### src/hw/rtl/cmdq_pkg.sv
// Shared types, constants and helpers for the coalescing command queue
`default_nettype none

package cmdq_pkg;

	localparam int QUEUE_DEPTH = 8;
	// slot address, count and wrap-sum widths
	localparam int AW = (QUEUE_DEPTH > 1) ? $clog2(QUEUE_DEPTH) : 1;
	localparam int CW = $clog2(QUEUE_DEPTH + 1);
	localparam int SW = CW + 1;

	localparam logic [3:0] KIND_LAST_PLAIN = 4'd6;
	localparam logic [3:0] KIND_DAY_STATE  = 4'd7;

	localparam logic CMD_PUSH = 1'b0;
	localparam logic CMD_POP  = 1'b1;

	typedef enum logic [2:0] {
		ST_APPENDED  = 3'd0,
		ST_DUPLICATE = 3'd1,
		ST_REPLACED  = 3'd2,
		ST_FULL      = 3'd3,
		ST_POPPED    = 3'd4,
		ST_EMPTY     = 3'd5
	} status_t;

	typedef struct packed {
		logic        command;
		logic [31:0] cmd_id;
		logic [3:0]  cmd_kind;
		logic [15:0] cmd_date;
		logic [31:0] cmd_payload;
	} cmd_t;

	typedef struct packed {
		status_t     status;
		logic [31:0] out_id;
		logic [3:0]  out_kind;
		logic [15:0] out_date;
		logic [31:0] out_payload;
		logic [3:0]  fill_level;
	} rsp_t;

	typedef struct packed {
		logic [31:0] id;
		logic [3:0]  kind;
		logic [15:0] date;
		logic [31:0] payload;
	} entry_t;

	localparam int ENTRY_W = $bits(entry_t);

	// circular slot address: base plus offset, folded once into the depth
	function automatic logic [AW-1:0] wrap_add(input logic [AW-1:0] base,
		input logic [CW-1:0] offs);
		logic [SW-1:0] s;
		s = SW'(base) + SW'(offs);
		if (s >= SW'(QUEUE_DEPTH)) begin
			s = s - SW'(QUEUE_DEPTH);
		end
		return s[AW-1:0];
	endfunction

	// a queued entry takes over a new command of the same plain kind, or a day-state command with an equal nonzero date
	function automatic logic absorbs(input entry_t e, input logic [3:0] kind,
		input logic [15:0] date);
		logic hit;
		hit = 1'b0;
		if (e.kind == kind) begin
			if (kind <= KIND_LAST_PLAIN) begin
				hit = 1'b1;
			end else if (kind == KIND_DAY_STATE) begin
				hit = (date != 16'd0) && (e.date == date);
			end
		end
		return hit;
	endfunction

endpackage

`default_nettype wire

### src/hw/rtl/cmdq_ram.sv
// Generic single-write, single-read RAM with registered read data
`default_nettype none

module cmdq_ram #(
	parameter int WIDTH = 8,
	parameter int DEPTH = 8,
	localparam int AW = (DEPTH > 1) ? $clog2(DEPTH) : 1
) (
	input  wire logic             clk,
	input  wire logic             we,
	input  wire logic [AW-1:0]    waddr,
	input  wire logic [WIDTH-1:0] wdata,
	input  wire logic [AW-1:0]    raddr,
	output logic      [WIDTH-1:0] rdata
);

	logic [WIDTH-1:0] mem [DEPTH];

	// write port and registered read port
	always_ff @(posedge clk) begin
		if (we) begin
			mem[waddr] <= wdata;
		end
		rdata <= mem[raddr];
	end

endmodule

`default_nettype wire

### src/hw/rtl/coalescing_command_queue.sv
// A push first scans the queued entries; a pop reads the head slot, an empty pop reads none.
// Throughput: one command at a time; the entry scan reads one RAM slot per cycle.
// The next command is taken once the result sits in the output register.
// Reset clears the fill count, the head pointer and all handshake state; the entry
// RAM is not cleared, only slots below the fill count are ever read.
`default_nettype none

module coalescing_command_queue (
	input  wire logic           clk,
	input  wire logic           arst_n,
	input  wire logic           cmd_valid,
	output logic                cmd_stall,
	input  wire cmdq_pkg::cmd_t cmd,
	output logic                rsp_valid,
	input  wire logic           rsp_stall,
	output cmdq_pkg::rsp_t      rsp
);

	typedef enum logic [4:0] {
		S_IDLE = 5'b00001,
		S_SCAN = 5'b00010,
		S_POP  = 5'b00100,
		S_POPD = 5'b01000,
		S_DONE = 5'b10000
	} state_t;

	state_t                      state_q, state_d;
	cmdq_pkg::cmd_t              cmd_q;
	logic [cmdq_pkg::AW-1:0]     head_q, head_d;
	logic [cmdq_pkg::CW-1:0]     count_q, count_d;
	logic [cmdq_pkg::CW-1:0]     issue_q;
	logic                        rvalid_s1;
	logic [cmdq_pkg::CW-1:0]     idx_s1;
	logic [cmdq_pkg::AW-1:0]     addr_s1;
	logic                        abs_found_q;
	logic [cmdq_pkg::AW-1:0]     abs_addr_q;
	cmdq_pkg::rsp_t              res_q, res_d;
	cmdq_pkg::rsp_t              rsp_q;
	logic                        rsp_valid_q;

	logic                        we_c;
	logic [cmdq_pkg::AW-1:0]     waddr_c, raddr_c;
	logic [cmdq_pkg::ENTRY_W-1:0] rdata;
	cmdq_pkg::entry_t            ent, new_ent;
	logic                        accept, rsp_take, out_free;
	logic                        dup_c, abs_c, last_s1, scan_end, issue_c;

	assign accept    = cmd_valid && !cmd_stall;
	assign rsp_take  = rsp_valid_q && !rsp_stall;
	assign out_free  = !rsp_valid_q || !rsp_stall;
	assign cmd_stall = (state_q != S_IDLE);
	assign rsp_valid = rsp_valid_q;
	assign rsp       = rsp_q;

	// entry store
	cmdq_ram #(
		.WIDTH(cmdq_pkg::ENTRY_W),
		.DEPTH(cmdq_pkg::QUEUE_DEPTH)
	) u_ram (
		.clk  (clk),
		.we   (we_c),
		.waddr(waddr_c),
		.wdata(new_ent),
		.raddr(raddr_c),
		.rdata(rdata)
	);

	assign ent     = cmdq_pkg::entry_t'(rdata);
	assign new_ent = '{id: cmd_q.cmd_id, kind: cmd_q.cmd_kind, date: cmd_q.cmd_date,
		payload: cmd_q.cmd_payload};

	// compare of the slot read in the previous cycle
	assign dup_c    = rvalid_s1 && (ent.id == cmd_q.cmd_id);
	assign abs_c    = rvalid_s1 && cmdq_pkg::absorbs(ent, cmd_q.cmd_kind, cmd_q.cmd_date);
	assign last_s1  = (idx_s1 == (count_q - cmdq_pkg::CW'(1)));
	assign scan_end = (state_q == S_SCAN) && (dup_c || (rvalid_s1 && last_s1) ||
		(!rvalid_s1 && (count_q == '0)));
	assign issue_c  = (state_q == S_SCAN) && (issue_q < count_q) && !scan_end;
	assign raddr_c  = (state_q == S_POP) ? head_q : cmdq_pkg::wrap_add(head_q, issue_q);

	// next state, queue pointers, RAM write and result
	always_comb begin
		state_d = state_q;
		head_d  = head_q;
		count_d = count_q;
		res_d   = res_q;
		we_c    = 1'b0;
		waddr_c = cmdq_pkg::wrap_add(head_q, count_q);
		case (state_q)
			S_IDLE: begin
				if (accept) begin
					res_d = '0;
					if (cmd.command == cmdq_pkg::CMD_POP) begin
						if (count_q == '0) begin
							res_d.status = cmdq_pkg::ST_EMPTY;
							state_d = S_DONE;
						end else begin
							state_d = S_POP;
						end
					end else begin
						state_d = S_SCAN;
					end
				end
			end
			S_SCAN: begin
				if (scan_end) begin
					state_d = S_DONE;
					if (dup_c) begin
						res_d.status = cmdq_pkg::ST_DUPLICATE;
					end else if (abs_found_q || abs_c) begin
						we_c = 1'b1;
						waddr_c = abs_found_q ? abs_addr_q : addr_s1;
						res_d.status = cmdq_pkg::ST_REPLACED;
					end else if (count_q >= cmdq_pkg::CW'(cmdq_pkg::QUEUE_DEPTH)) begin
						res_d.status = cmdq_pkg::ST_FULL;
					end else begin
						we_c = 1'b1;
						count_d = count_q + cmdq_pkg::CW'(1);
						res_d.status = cmdq_pkg::ST_APPENDED;
					end
					res_d.fill_level = 4'(count_d);
				end
			end
			S_POP: begin
				state_d = S_POPD;
			end
			S_POPD: begin
				head_d = cmdq_pkg::wrap_add(head_q, cmdq_pkg::CW'(1));
				count_d = count_q - cmdq_pkg::CW'(1);
				res_d.status = cmdq_pkg::ST_POPPED;
				res_d.out_id = ent.id;
				res_d.out_kind = ent.kind;
				res_d.out_date = ent.date;
				res_d.out_payload = ent.payload;
				res_d.fill_level = 4'(count_d);
				state_d = S_DONE;
			end
			S_DONE: begin
				if (out_free) begin
					state_d = S_IDLE;
				end
			end
			default: begin
				state_d = S_IDLE;
			end
		endcase
	end

	// control registers
	always_ff @(posedge clk or negedge arst_n) begin
		if (!arst_n) begin
			state_q     <= S_IDLE;
			head_q      <= '0;
			count_q     <= '0;
			rvalid_s1   <= 1'b0;
			rsp_valid_q <= 1'b0;
			abs_found_q <= 1'b0;
			issue_q     <= '0;
		end else begin
			state_q   <= state_d;
			head_q    <= head_d;
			count_q   <= count_d;
			rvalid_s1 <= issue_c;
			if (accept) begin
				issue_q     <= '0;
				abs_found_q <= 1'b0;
			end else begin
				if (issue_c) begin
					issue_q <= issue_q + cmdq_pkg::CW'(1);
				end
				if (abs_c && !abs_found_q && (state_q == S_SCAN)) begin
					abs_found_q <= 1'b1;
				end
			end
			// output register: load from the finished result, clear on a taken beat
			if ((state_q == S_DONE) && out_free) begin
				rsp_valid_q <= 1'b1;
			end else if (rsp_take) begin
				rsp_valid_q <= 1'b0;
			end
		end
	end

	// payload registers
	always_ff @(posedge clk) begin
		res_q <= res_d;
		if (accept) begin
			cmd_q <= cmd;
		end
		if (issue_c) begin
			idx_s1  <= issue_q;
			addr_s1 <= raddr_c;
		end
		if (abs_c && !abs_found_q) begin
			abs_addr_q <= addr_s1;
		end
		if ((state_q == S_DONE) && out_free) begin
			rsp_q <= res_q;
		end
	end

endmodule

`default_nettype wire

### config.mk
export PLATFORM = sky130hd
export DESIGN_NAME = coalescing_command_queue
export DESIGN_NICKNAME = d
export VERILOG_FILES = /design/src/hw/rtl/cmdq_pkg.sv /design/src/hw/rtl/cmdq_ram.sv /design/src/hw/rtl/coalescing_command_queue.sv
export SDC_FILE = /design/constraint.sdc
export NUM_CORES = 1
export LEC_CHECK = 0
export CAP_MARGIN = 10
export CORE_MARGIN = 10
export CORE_UTILIZATION = 45
export DETAILED_ROUTE_END_ITERATION = 10
export DONT_BUFFER_PORTS = 1
export GPL_TIMING_DRIVEN = 0
export PLACE_DENSITY_LB_ADDON = 0.1
export SYNTH_ARGS = -nofsm -noshare
export SYNTH_HDL_FRONTEND = slang
export SYNTH_SLANG_ARGS = --single-unit
### constraint.sdc
create_clock -name clk -period 11.9 [get_ports clk]
set_input_delay 2.38 -clock clk [delete_from_list [all_inputs] [get_ports clk]]
set_output_delay 2.38 -clock clk [all_outputs]
set_load 0.005 [all_outputs]
# Word level (Yosys, flattened, before mapping)
# Memory sizes are Yosys's and may differ from the RTL's. A register that Yosys moved wholly into a read port is not among the register bits.
# Index checks and enable logic that the tools add are counted.
totals:
  ff_bits: 295
  mem_bits_rw: 672
  inputBits: 89
  output_inout_bits: 93
  word_cells: 137
  memories: 1
classes:
  add_sub_neg: 9
  order_cmp: 6
  n_eq_ne: 14
  n_mux: 46
  n_reduce_logical: 35
memory_table:
  columns: ["name", "words", "width", "read_ports", "rd_ports_with_merged_regs", "wr", "line", "rtl"]
  rows:
  - ["u_ram.mem", 8, 84, 1, 1, 1, "cmdq_ram.sv:17", "logic [WIDTH-1:0] mem [DEPTH];"]
ops:
  columns: ["cell", "n"]
  rows:
  - ["84-bit one-hot mux with 2 select lines", 1]
  - ["91-bit 2-to-1 mux", 1]
  - ["3-bit 2-to-1 mux", 14]
  - ["32-bit == test", 1]
  - ["5-bit 2-to-1 mux", 5]
  - ["5-bit one-hot mux with 5 select lines", 1]
  - ["4-bit 2-to-1 mux", 6]
  - ["16-bit == test", 1]
  - ["16-bit nonzero test", 1]
  - ["1-bit 2-to-1 mux", 14]
  - ["1-bit logical AND", 13]
  - ["4-bit one-hot mux with 3 select lines", 1]
  - ["3-bit by 4-bit adder with 5-bit output", 2]
  - ["5-bit by 4-bit greater-or-equal comparator with 1-bit output (second input constant)", 2]
  - ["2-bit nonzero test", 5]
  - ["3-bit one-hot mux with 3 select lines", 1]
  - ["3-bit by 1-bit subtractor with 3-bit output (second input constant)", 3]
  - ["4-bit by 1-bit adder with 4-bit output (second input constant)", 2]
  - ["4-bit == test", 2]
  - ["4-bit greater-or-equal comparator (second input constant)", 2]
  - ["4-bit one-hot mux with 2 select lines", 1]
  - ["1-bit logical NOT", 6]
  - ["2-bit inequality test (second input constant)", 3]
  - ["3-bit AND reduction", 2]
  - ["other kinds (16)", 20]

# Logic depth before layout (Yosys ltp)
# Gate-level depths: netlist of run 1.
depth:
  ltp_word: 13
  depth_mapped: 9
  depth_no_buf: 9

# Cells and area by module
# Synthesis of run 1 repeated with hierarchy kept, for this count alone.
hier_totals:
  hier_cells: 1688
  area_unflattened_um2: 37967.7
by_module_without_submodules:
  columns: ["module", "instances", "cells_each", "area_per_inst_um2", "seq_area_each_um2"]
  rows:
  - ["cmdq_ram", 1, 1068, 26944.6, 21861.0]
  - ["coalescing_command_queue", 1, 620, 11023.1, 8764.7]

# Least setup slack after synthesis of run 1
# Ideal clock, no wire load.
synth_timing:
  kind: "register to register"
  startpoint: "register cmd_q[41] in the netlist's numbering"
  endpoint: "memory u_ram.mem[5][0] in the netlist's numbering (enable)"
  setup_ns: 0.655
  arrival_time_ns: 7.995
  required_time_ns: 11.245
  path_slack_ns: 3.250
  path_stages_with_launch: 9
  n_path_buf: 1
  synth_period_minus_slack_ns: 8.650
  cell_sequence: "edfxtp_1 xnor2_1 nand4_1 nor4_1 a21o_1 and2_1 clkbuf_1 a22oi_1 o32ai_1"
synth_via:
  elab_chain_len: 13
  elab_cells_between_ends: 18
synth_rtl:
  columns: ["item", "line", "rtl"]
  rows:
  - ["start: declaration", "coalescing_command_queue.sv:28", "cmdq_pkg::cmd_t cmd_q;"]
  - ["start signal: assignment", "coalescing_command_queue.sv:188", "cmd_q <= cmd;"]
  - ["16-bit == test or 16-bit nonzero test (tied branches)", "cmdq_pkg.sv:73", "hit = (date != 16'd0) && (e.date == date);"]
  - ["1-bit logical AND (*)", "cmdq_pkg.sv:73", null]
  - ["1-bit 2-to-1 mux (*)", "cmdq_pkg.sv:72", "end else if (kind == KIND_DAY_STATE) begin"]
  - ["1-bit 2-to-1 mux (*)", "cmdq_pkg.sv:70", "if (kind <= KIND_LAST_PLAIN) begin"]
  - ["1-bit 2-to-1 mux (*)", "cmdq_pkg.sv:69", "if (e.kind == kind) begin"]
  - ["1-bit logical AND (*)", "coalescing_command_queue.sv:74", "assign abs_c = rvalid_s1 && cmdq_pkg::absorbs(ent, cmd_q.cmd_kind, cmd_q.cmd_date);"]
  - ["1-bit logical OR (*)", "coalescing_command_queue.sv:110", "end else if (abs_found_q || abs_c) begin"]
  - ["1-bit 2-to-1 mux", "coalescing_command_queue.sv:110", null]
  - ["1-bit 2-to-1 mux", "coalescing_command_queue.sv:108", "if (dup_c) begin"]
  - ["1-bit 2-to-1 mux", "coalescing_command_queue.sv:106", "if (scan_end) begin"]
  - ["1-bit 2-to-1 mux", "coalescing_command_queue.sv:89", "case (state_q)"]
  - ["1-bit 2-to-1 mux", "cmdq_ram.sv:21", "if (we) begin"]
  - ["1-bit 2-to-1 mux (not written as such)", "cmdq_ram.sv:22", "mem[waddr] <= wdata;"]
  - ["end: declaration", "cmdq_ram.sv:17", null]
# Every way passes the cells marked *; elsewhere a longest branch is shown, timed or not.

# Worst setup path in the final report of run 1
layout_timing:
  startpoint: "register cmd_q[60] in the netlist's numbering"
  endpoint: "memory u_ram.mem[1][29] in the netlist's numbering (enable)"
layout_via:
  elab_chain_len: 9
  elab_cells_between_ends: 13
layout_rtl:
  columns: ["item", "line", "rtl"]
  rows:
  - ["32-bit == test (*)", "coalescing_command_queue.sv:73", "assign dup_c = rvalid_s1 && (ent.id == cmd_q.cmd_id);"]
  - ["1-bit logical AND (*)", "coalescing_command_queue.sv:73", null]
  - ["1-bit logical OR (2 in a row)", "coalescing_command_queue.sv:76", "assign scan_end = (state_q == S_SCAN) && (dup_c || (rvalid_s1 && last_s1) ||"]
  - ["1-bit logical AND", "coalescing_command_queue.sv:76", null]
  - ["1-bit 2-to-1 mux", "coalescing_command_queue.sv:106", null]
  - ["1-bit 2-to-1 mux", "coalescing_command_queue.sv:89", null]
  - ["1-bit 2-to-1 mux", "cmdq_ram.sv:21", null]
  - ["1-bit 2-to-1 mux (not written as such)", "cmdq_ram.sv:22", null]
# Marks and branches as above.

==> results of run 1 <==
==> placed cells by master (no fill, tap or decap), drive strengths merged, types with 3 or more instances in the layout <==
cell / synthesis / layout
a21o: 3 / 3
a21oi: 9 / 9
a31oi: 4 / 4
and2: 84 / 84
and3: 4 / 4
buf: 39 / 103
bufinv: 0 / 16
clkbuf: 23 / 165
clkinv: 0 / 36
clkinvlp: 0 / 5
dfrtp: 18 / 18
dfxtp: 84 / 84
diode: 0 / 7
edfxtp: 948 / 948
ha: 9 / 9
inv: 16 / 22
mux2: 84 / 84
mux2i: 3 / 3
mux4: 168 / 168
nand2: 28 / 28
nand3: 10 / 10
nand3b: 4 / 4
nand4: 17 / 17
nor2: 20 / 20
nor3: 7 / 7
nor4: 10 / 10
o21ai: 7 / 7
o22ai: 4 / 4
o32ai: 8 / 8
or3: 5 / 5
xnor2: 53 / 53
xor2: 9 / 9
==> metal layers <==
metal  track usage, %  vias up  routed length [um]  share of wire [%]
li1                 -     7321                   -                  -
met1             23.0     8941               35700                 42
met2             28.2      471               41100                 49
met3             4.27      138                5380                6.4
met4             4.92       20                1770                2.1
met5                0        -                 120               0.14
==> critical path: cells and delay by family (launching register included) <==
kind	cells	cell delay, ns
simple gates	5	2.40
flops	1	0.51
compound gates	1	0.30
xor+xnor	1	0.46
buf+inv	6	1.26
==> cell families after synthesis <==
| family | after synthesis |
|---|---|
| AO/OA/AOI/OAI | 51 |
| buffers and inverters | 78 |
| AND/OR/NAND/NOR | 197 |
| flip-flops | 1051 |
| adder cells (fa/ha/maj) | 11 |
| XOR/XNOR | 64 |
| multiplexers | 255 |
==> final cells by class <==
| type | count | area (sq um) |
|---|---|---|
| Antenna cell | 7 | 17.5 |
| Buffer | 62 | 363 |
| Clock buffer | 142 | 2930 |
| Clock inverter | 63 | 802 |
| Fill cell | 6573 | 39000 |
| Inverter | 16 | 65.1 |
| Multi-Input combinational cell | 578 | 7200 |
| Sequential cell | 1051 | 30600 |
| Tap cell | 1134 | 1420 |
| Timing Repair Buffer | 64 | 1430 |
==> power by group through the flow <==
| stage | logic, uW | registers (uW) | clock network [uW] |
|---|---|---|---|
| floorplan | 1780 | 4950 | 0 |
| CTS | 2440 | 5010 | 3580 |
| global route | 2560 | 5060 | 3750 |
| detailed placement | 2420 | 5080 | 0 |
| finish | 2360 | 5000 | 3490 |
| global placement | 2350 | 5110 | 0 |
==> flip-flops by register name, indices dropped and copies added, names as in the netlist <==
signal and cells:
head_q 3, issue_q 4, count_q 4, res_q 91, u_ram.mem 672, u_ram.rdata 84, rsp_valid 1, rvalid_s1 1
idx_s1 4, state_q 5, abs_addr_q 3, cmd_q 84, addr_s1 3, abs_found_q 1, rsp 91
==> worst paths after layout <==
path / startpoint / slack, ns / depth (start not counted) / endpoint
max: cmd_q[60] / 6.69 / 13 / u_ram.mem[1][29]
min: res_q[75] / 0.42 / 0 / rsp[75]
max reg2reg: cmd_q[60] / 6.69 / 13 / u_ram.mem[1][29]
min reg2reg: res_q[75] / 0.42 / 0 / rsp[75]
max in group asynchronous: arst_n / 10.33 / 0 / state_q[0]
min in group asynchronous: arst_n / 1.39 / 0 / count_q[3]
==> per-stage QoR <==
step	util [%]	TNS (ns)	hold slack, ns	worst slack (ns)
2_1_floorplan	-	0	0.400	3.25
3_3_place_gp	47.1	-3860.75	0.404	-5.91
3_5_place_dp	49.0	0	0.405	6.71
4_1_cts	53.5	0	0.416	6.66
5_1_grt	53.5	0	0.422	6.51
6_report	53.5	0	0.415	6.69
==> impl_metrics.csv, run 1 <==
group,metric,value,unit
timing,fin_worst_skew,0.0283,ns
final_layout,stdcell_area,44900,sq um
timing,setup_viol,0,
timing,worstMarginPinSlew,1.25,ns
clocking,post_cts_buffers,0,
logic_synthesis,ys_types,65,
drt,initialDrtViolationCount,1455,
pwr,p_int,7940,uW
final_layout,stdcell_count,3117,
place,routabilityCongestion,0.794,
pwr,pwr-share-comb,21.8,%
final_layout,final_nets,1982,
drt,viasPerCell,5.42,
logic_synthesis,synth_edf_count,948,
global_route,grt_max_degree,66,
critical_path,worstPathArrival,5.63,ns
logic_synthesis,synth_xor_area_share,1.54,%
drt,avgRoutedWirePerCell,27.0,um
place,dpl_cell_area,41100,sq um
timing,fmax,192,MHz
critical_path,cp_max_fo,12,
floorplan,die_w,311,um
drt,drc,0,
timing,maxSlewViolCount,0,
clocking,cts_hold_buf,0,
final_layout,area_delta_synth_final,17.8,%
logic_synthesis,synth_common_cells,"edfxtp_1, mux4_2, and2_1, dfxtp_1, mux2_2",
critical_path,slowest_stage,"nor4_1",
clocking,clockBufferDepth,3,
clocking,cts_inserted_buffers,109,
logic_synthesis,synth_compound_area_share,0.969,%
critical_path,end_kind,"register",
floorplan,io_pins,182,
drt,wl,84100,um
critical_path,critPathRequiredTime,12.32,ns
clocking,cts.sinks,1051,
clocking,cts.reportedPaths.clkPinSlew,0.06,ns
pwr,power.leakage,0.0146,uW
clocking,cts_max_level,3,
job,drv_cap,0,
critical_path,slowest_delay,0.85,ns
drt,dr.pass1.iters,6,
logic_synthesis,synthMuxAreaShare,12.5,%
timing,period_share,43.8,%
logic_synthesis,synth_fa_ha_area_share,0.401,%
clocking,cts_root_buf,"clkbuf_16",
logic_synthesis,synth_top_family_by_area,"multiplexers",
logic_synthesis,yosys.area.top_type,"edfxtp_1",
floorplan,dieHeight,311,um
pwr,p_per_area,242,nW/um^2
clocking,cts_tree,"built",
logic_synthesis,synth_cells,1707,
logic_synthesis,synthTopCellsByArea,"edfxtp_1, mux4_2, dfxtp_1",
critical_path,cp_common_cell,"buf_16",
logic_synthesis,syn-cell-area,38100,sq um
drt,vias,16900,
place,hpwl,53900,um
timing,fin_crit,5.21,ns
global_route,grt.overflow.total,0,
pwr,clkPwrFrac,32.2,%
worst_hold_path,hold_path.class,"register to register",
timing,hold_viol,0,
logic_synthesis,synth_seq_cells,1051,
timing,slew_headroom,16.8,%
global_route,grt_pass1_wl,124000,um
place,portBuffers,0,
final_layout,layout-drive-gt1-share,27.8,%
global_route,grt_usage,17.3,%
logic_synthesis,async_flop_share,1.81,%
logic_synthesis,synth.most_common_cell,"edfxtp_1",
floorplan,die-area,96700,sq um
critical_path,cp-start-kind,"register",
pwr,switchingPower,2920,uW
logic_synthesis,syn_area_per_cell,22.3,sq um
pwr,switching_share,26.9,%
status,status,"finished, final reports clean",
clocking,post_cts_resized,0,
place,placedCellCount,2905,
global_route,grt_pass1_vias,18000,
logic_synthesis,yosysWarningCount,0,
logic_synthesis,yosys.area_share.simple,3.01,%
pwr,p_seq_share,46.0,%
drt,postRouteAntennaNets,0,
critical_path,path_class,"register to register",
pwr,vdd_drop_max,0.000153,V
clocking,clock_latency,0.68,ns
logic_synthesis,synth_ff_type,"edfxtp_1",
logic_synthesis,synth_top_cell_area_share,74.8,%
global_route,antenna_found_initial,19,
logic_synthesis,yosysSeqAreaShare,80.4,%
critical_path,path_cells,"xnor2_1 > nand4_1 > nor4_1 > nand3_1 > nand3_2 > or3_1 > buf_2 > o32ai_4 > buf_16 > buf_16 > buf_16 > buf_8 > buf_8",
floorplan,num_rows,106,
timing,rsz0062_at_grt,"no",
logic_synthesis,synth_nets,1807,
floorplan,fp.coreArea,83800,sq um
floorplan,start_util,45.4,%
pwr,p_total,10900,uW
Note: power is estimated with default switching activity, not from simulation.
==> run 2: changes to the inputs <==
==> constraint.sdc (replaced) <==
create_clock -name clk -period 4.5 [get_ports clk]
set_input_delay 0.9 -clock clk [delete_from_list [all_inputs] [get_ports clk]]
set_output_delay 0.9 -clock clk [all_outputs]
set_load 0.005 [all_outputs]
==> run 2 against run 1 <==
Against the previous run: sequential share of layout area shrank 0.34 points; hold slack worse by 0.32 ns; via count fell by 0.17%; first-iteration DRC count is 3.4% higher; cell area rose by 0.50%; total power increased to 2.7 times the previous value; register-to-register slack got worse by 6.5 ns; critical endpoint is now u_ram.mem[1][9]; highest routed layer unchanged.
==> impl_metrics.csv, run 2 (synthesis results as in run 1) <==
group,metric,value,unit
timing,slew_headroom,21.9,%
critical_path,crit_cells,10,
floorplan,num_rows,106,
clocking,cts_root_buf,"clkbuf_16",
critical_path,worstPathArrival,4.69,ns
critical_path,critPathRequiredTime,4.86,ns
clocking,clock_latency,0.66,ns
final_layout,fillers,6485,
critical_path,r2r_slack,0.17,ns
timing,hold_viol,0,
floorplan,start_util,45.4,%
clocking,cts.reportedPaths.clkPinSlew,0.06,ns
final_layout,stdcell_area,45100,sq um
drt,initialDrtViolationCount,1504,
place,routabilityCongestion,0.760,
final_layout,final_cell_mix,"edfxtp_1, mux4_2, clkbuf_16",
final_layout,regMostFlops,"u_ram.mem",
timing,worstMarginPinSlew,1.17,ns
place,placedCellCount,2906,
drt,postRouteAntennaNets,0,
drt,drc,0,
drt,viasPerCell,5.41,
timing,setup_viol,0,
critical_path,r2r-end,"u_ram.mem[1][9]",
critical_path,slowest_stage,"o32ai_4",
timing,period_share,96.1,%
critical_path,path_cells,"xnor2_1 > nand4_1 > nor4_1 > a21o_1 > and2_1 > clkbuf_1 > a22oi_1 > o32ai_4 > buf_8 > buf_16",
global_route,grt.overflow.total,0,
floorplan,io_pins,182,
final_layout,largest_reg_flops,672,
final_layout,area_delta_synth_final,18.4,%
critical_path,cp-start-kind,"register",
clocking,cts.sinks,1051,
pwr,power.leakage,0.0147,uW
clocking,cts_tree,"built",
final_layout,final_nets,1986,
timing,fin_crit,4.33,ns
clocking,clockBufferDepth,3,
critical_path,path_class,"register to register",
global_route,grt_pass1_vias,17800,
critical_path,cp_max_fo,14,
place,hpwl,55200,um
pwr,vdd_drop_max,0.000359,V
floorplan,die_w,311,um
global_route,antenna_found_initial,17,
final_layout,stdcell_count,3115,
global_route,grt_usage,17.3,%
pwr,p_per_area,643,nW/um^2
worst_hold_path,hold_path.class,"primary input to asynchronous set/reset pin",
status,status,"finished, final reports clean",
floorplan,dieHeight,311,um
floorplan,fp.coreArea,83800,sq um
critical_path,crit_end,"u_ram.mem[1][9]",
final_layout,final_common_cell,"edfxtp_1",
timing,rsz0062_at_grt,"no",
critical_path,worst-path-buf-inv,3,
drt,avgRoutedWirePerCell,26.9,um
drt,wl,83800,um
global_route,grt_pass1_wl,124000,um
final_layout,layout-drive-gt1-share,28.0,%
drt,dr.pass1.iters,5,
critical_path,slowest_delay,0.90,ns
final_layout,final_util,53.8,%
timing,fin_worst_skew,0.0231,ns
clocking,cts_max_level,3,
pwr,p_total,29000,uW
timing,fmax,231,MHz
drt,vias,16900,
critical_path,end_kind,"register",
critical_path,reg2reg_depth,10,
critical_path,cp-startpoint,"cmd_q[33]",
global_route,grt_max_degree,61,
timing,tns,0,ns
place,dpl_cell_area,41200,sq um
place,portBuffers,0,
critical_path,cp_top_family,"compound AO/OA/AOI/OAI gates",
job,drv_cap,0,
floorplan,die-area,96700,sq um
timing,maxSlewViolCount,0,
clocking,cts_inserted_buffers,105,
critical_path,reg2reg_from,"cmd_q[33]",
-- run 2: cell count changes in the layout (fill, tap and decap cells not counted), sizes merged --
cell / change
clkinv: -9
buf: +7
bufinv: +5
inv: -5
clkbuf: +3
diode: -3
clkinvlp: -1
dlygate4sd3: +1
-- run 2: worst register-to-register path, cell delays in order (launching register included) --
cell	delay, ns
edfxtp_1	0.59
xnor2_1	0.39
nand4_1	0.14
nor4_1	0.32
a21o_1	0.31
and2_1	0.17
clkbuf_1	0.35
a22oi_1	0.37
o32ai_4	0.90
buf_8	0.29
buf_16	0.20
-- run 2: how the worst min path moves through the flow --
stage            endpoint       from  depth (start not counted)  slack (ns)
2_1_floorplan      rsp[0]   res_q[0]                          0        0.40
3_3_place_gp       rsp[1]   res_q[1]                          0        0.40
3_5_place_dp      rsp[14]  res_q[14]                          0        0.40
4_1_cts        state_q[0]     arst_n                          0        0.05
5_1_grt        state_q[0]     arst_n                          0        0.06
6_report       state_q[0]     arst_n                          0        0.09
-- run 2: area by class of cell --
type,count,area (sq um),share of cell area [%]
clock inverter,53,835,1.85
buffer,62,363,0.805
multi-input combinational,578,7220,16.0
antenna,4,10.0,0.0222
clock buffer,145,3000,6.66
inverter,16,65.1,0.144
sequential,1051,30600,67.9
tap,1134,1420,3.15
timing repair buffer,72,1530,3.40
-- run 2: where the power goes --
group	switching (uW)	internal, uW
sequential	882	12300
combinational	3190	3130
clock	3610	5860
total	7680	21300
-- run 2: metrics by stage --
| stage | worst slack, ns | hold slack [ns] |
|---|---|---|
| final | 0.174 | 0.0925 |
| after CTS | 0.0844 | 0.0501 |
| after global routing | 0.0177 | 0.0625 |
| after detailed placement | -0.555 | 0.405 |
| after floorplan | -1.16 | 0.400 |
| after global placement | -6.00 | 0.405 |
-- run 2: layer usage --
metal | up-vias | wire, um | GRT usage (%)
met3 | 113 | 5270 | 3.42
met4 | 14 | 1460 | 4.18
met2 | 464 | 40200 | 27.5
met5 | - | 114 | 0
li1 | 7308 | - | -
met1 | 8964 | 36800 | 24.3
-- run 2: what timing repair did --
| action | in CTS | in global routing |
|---|---|---|
| hold endpoints to repair | 18 | 0 |
| buffers inserted | 1 | 5 |
| pin swaps | 1 | 2 |
| resized for setup | 3 | 0 |
| endpoints found under the setup margin | 563 | 23 |
| hold buffers | 1 | 0 |
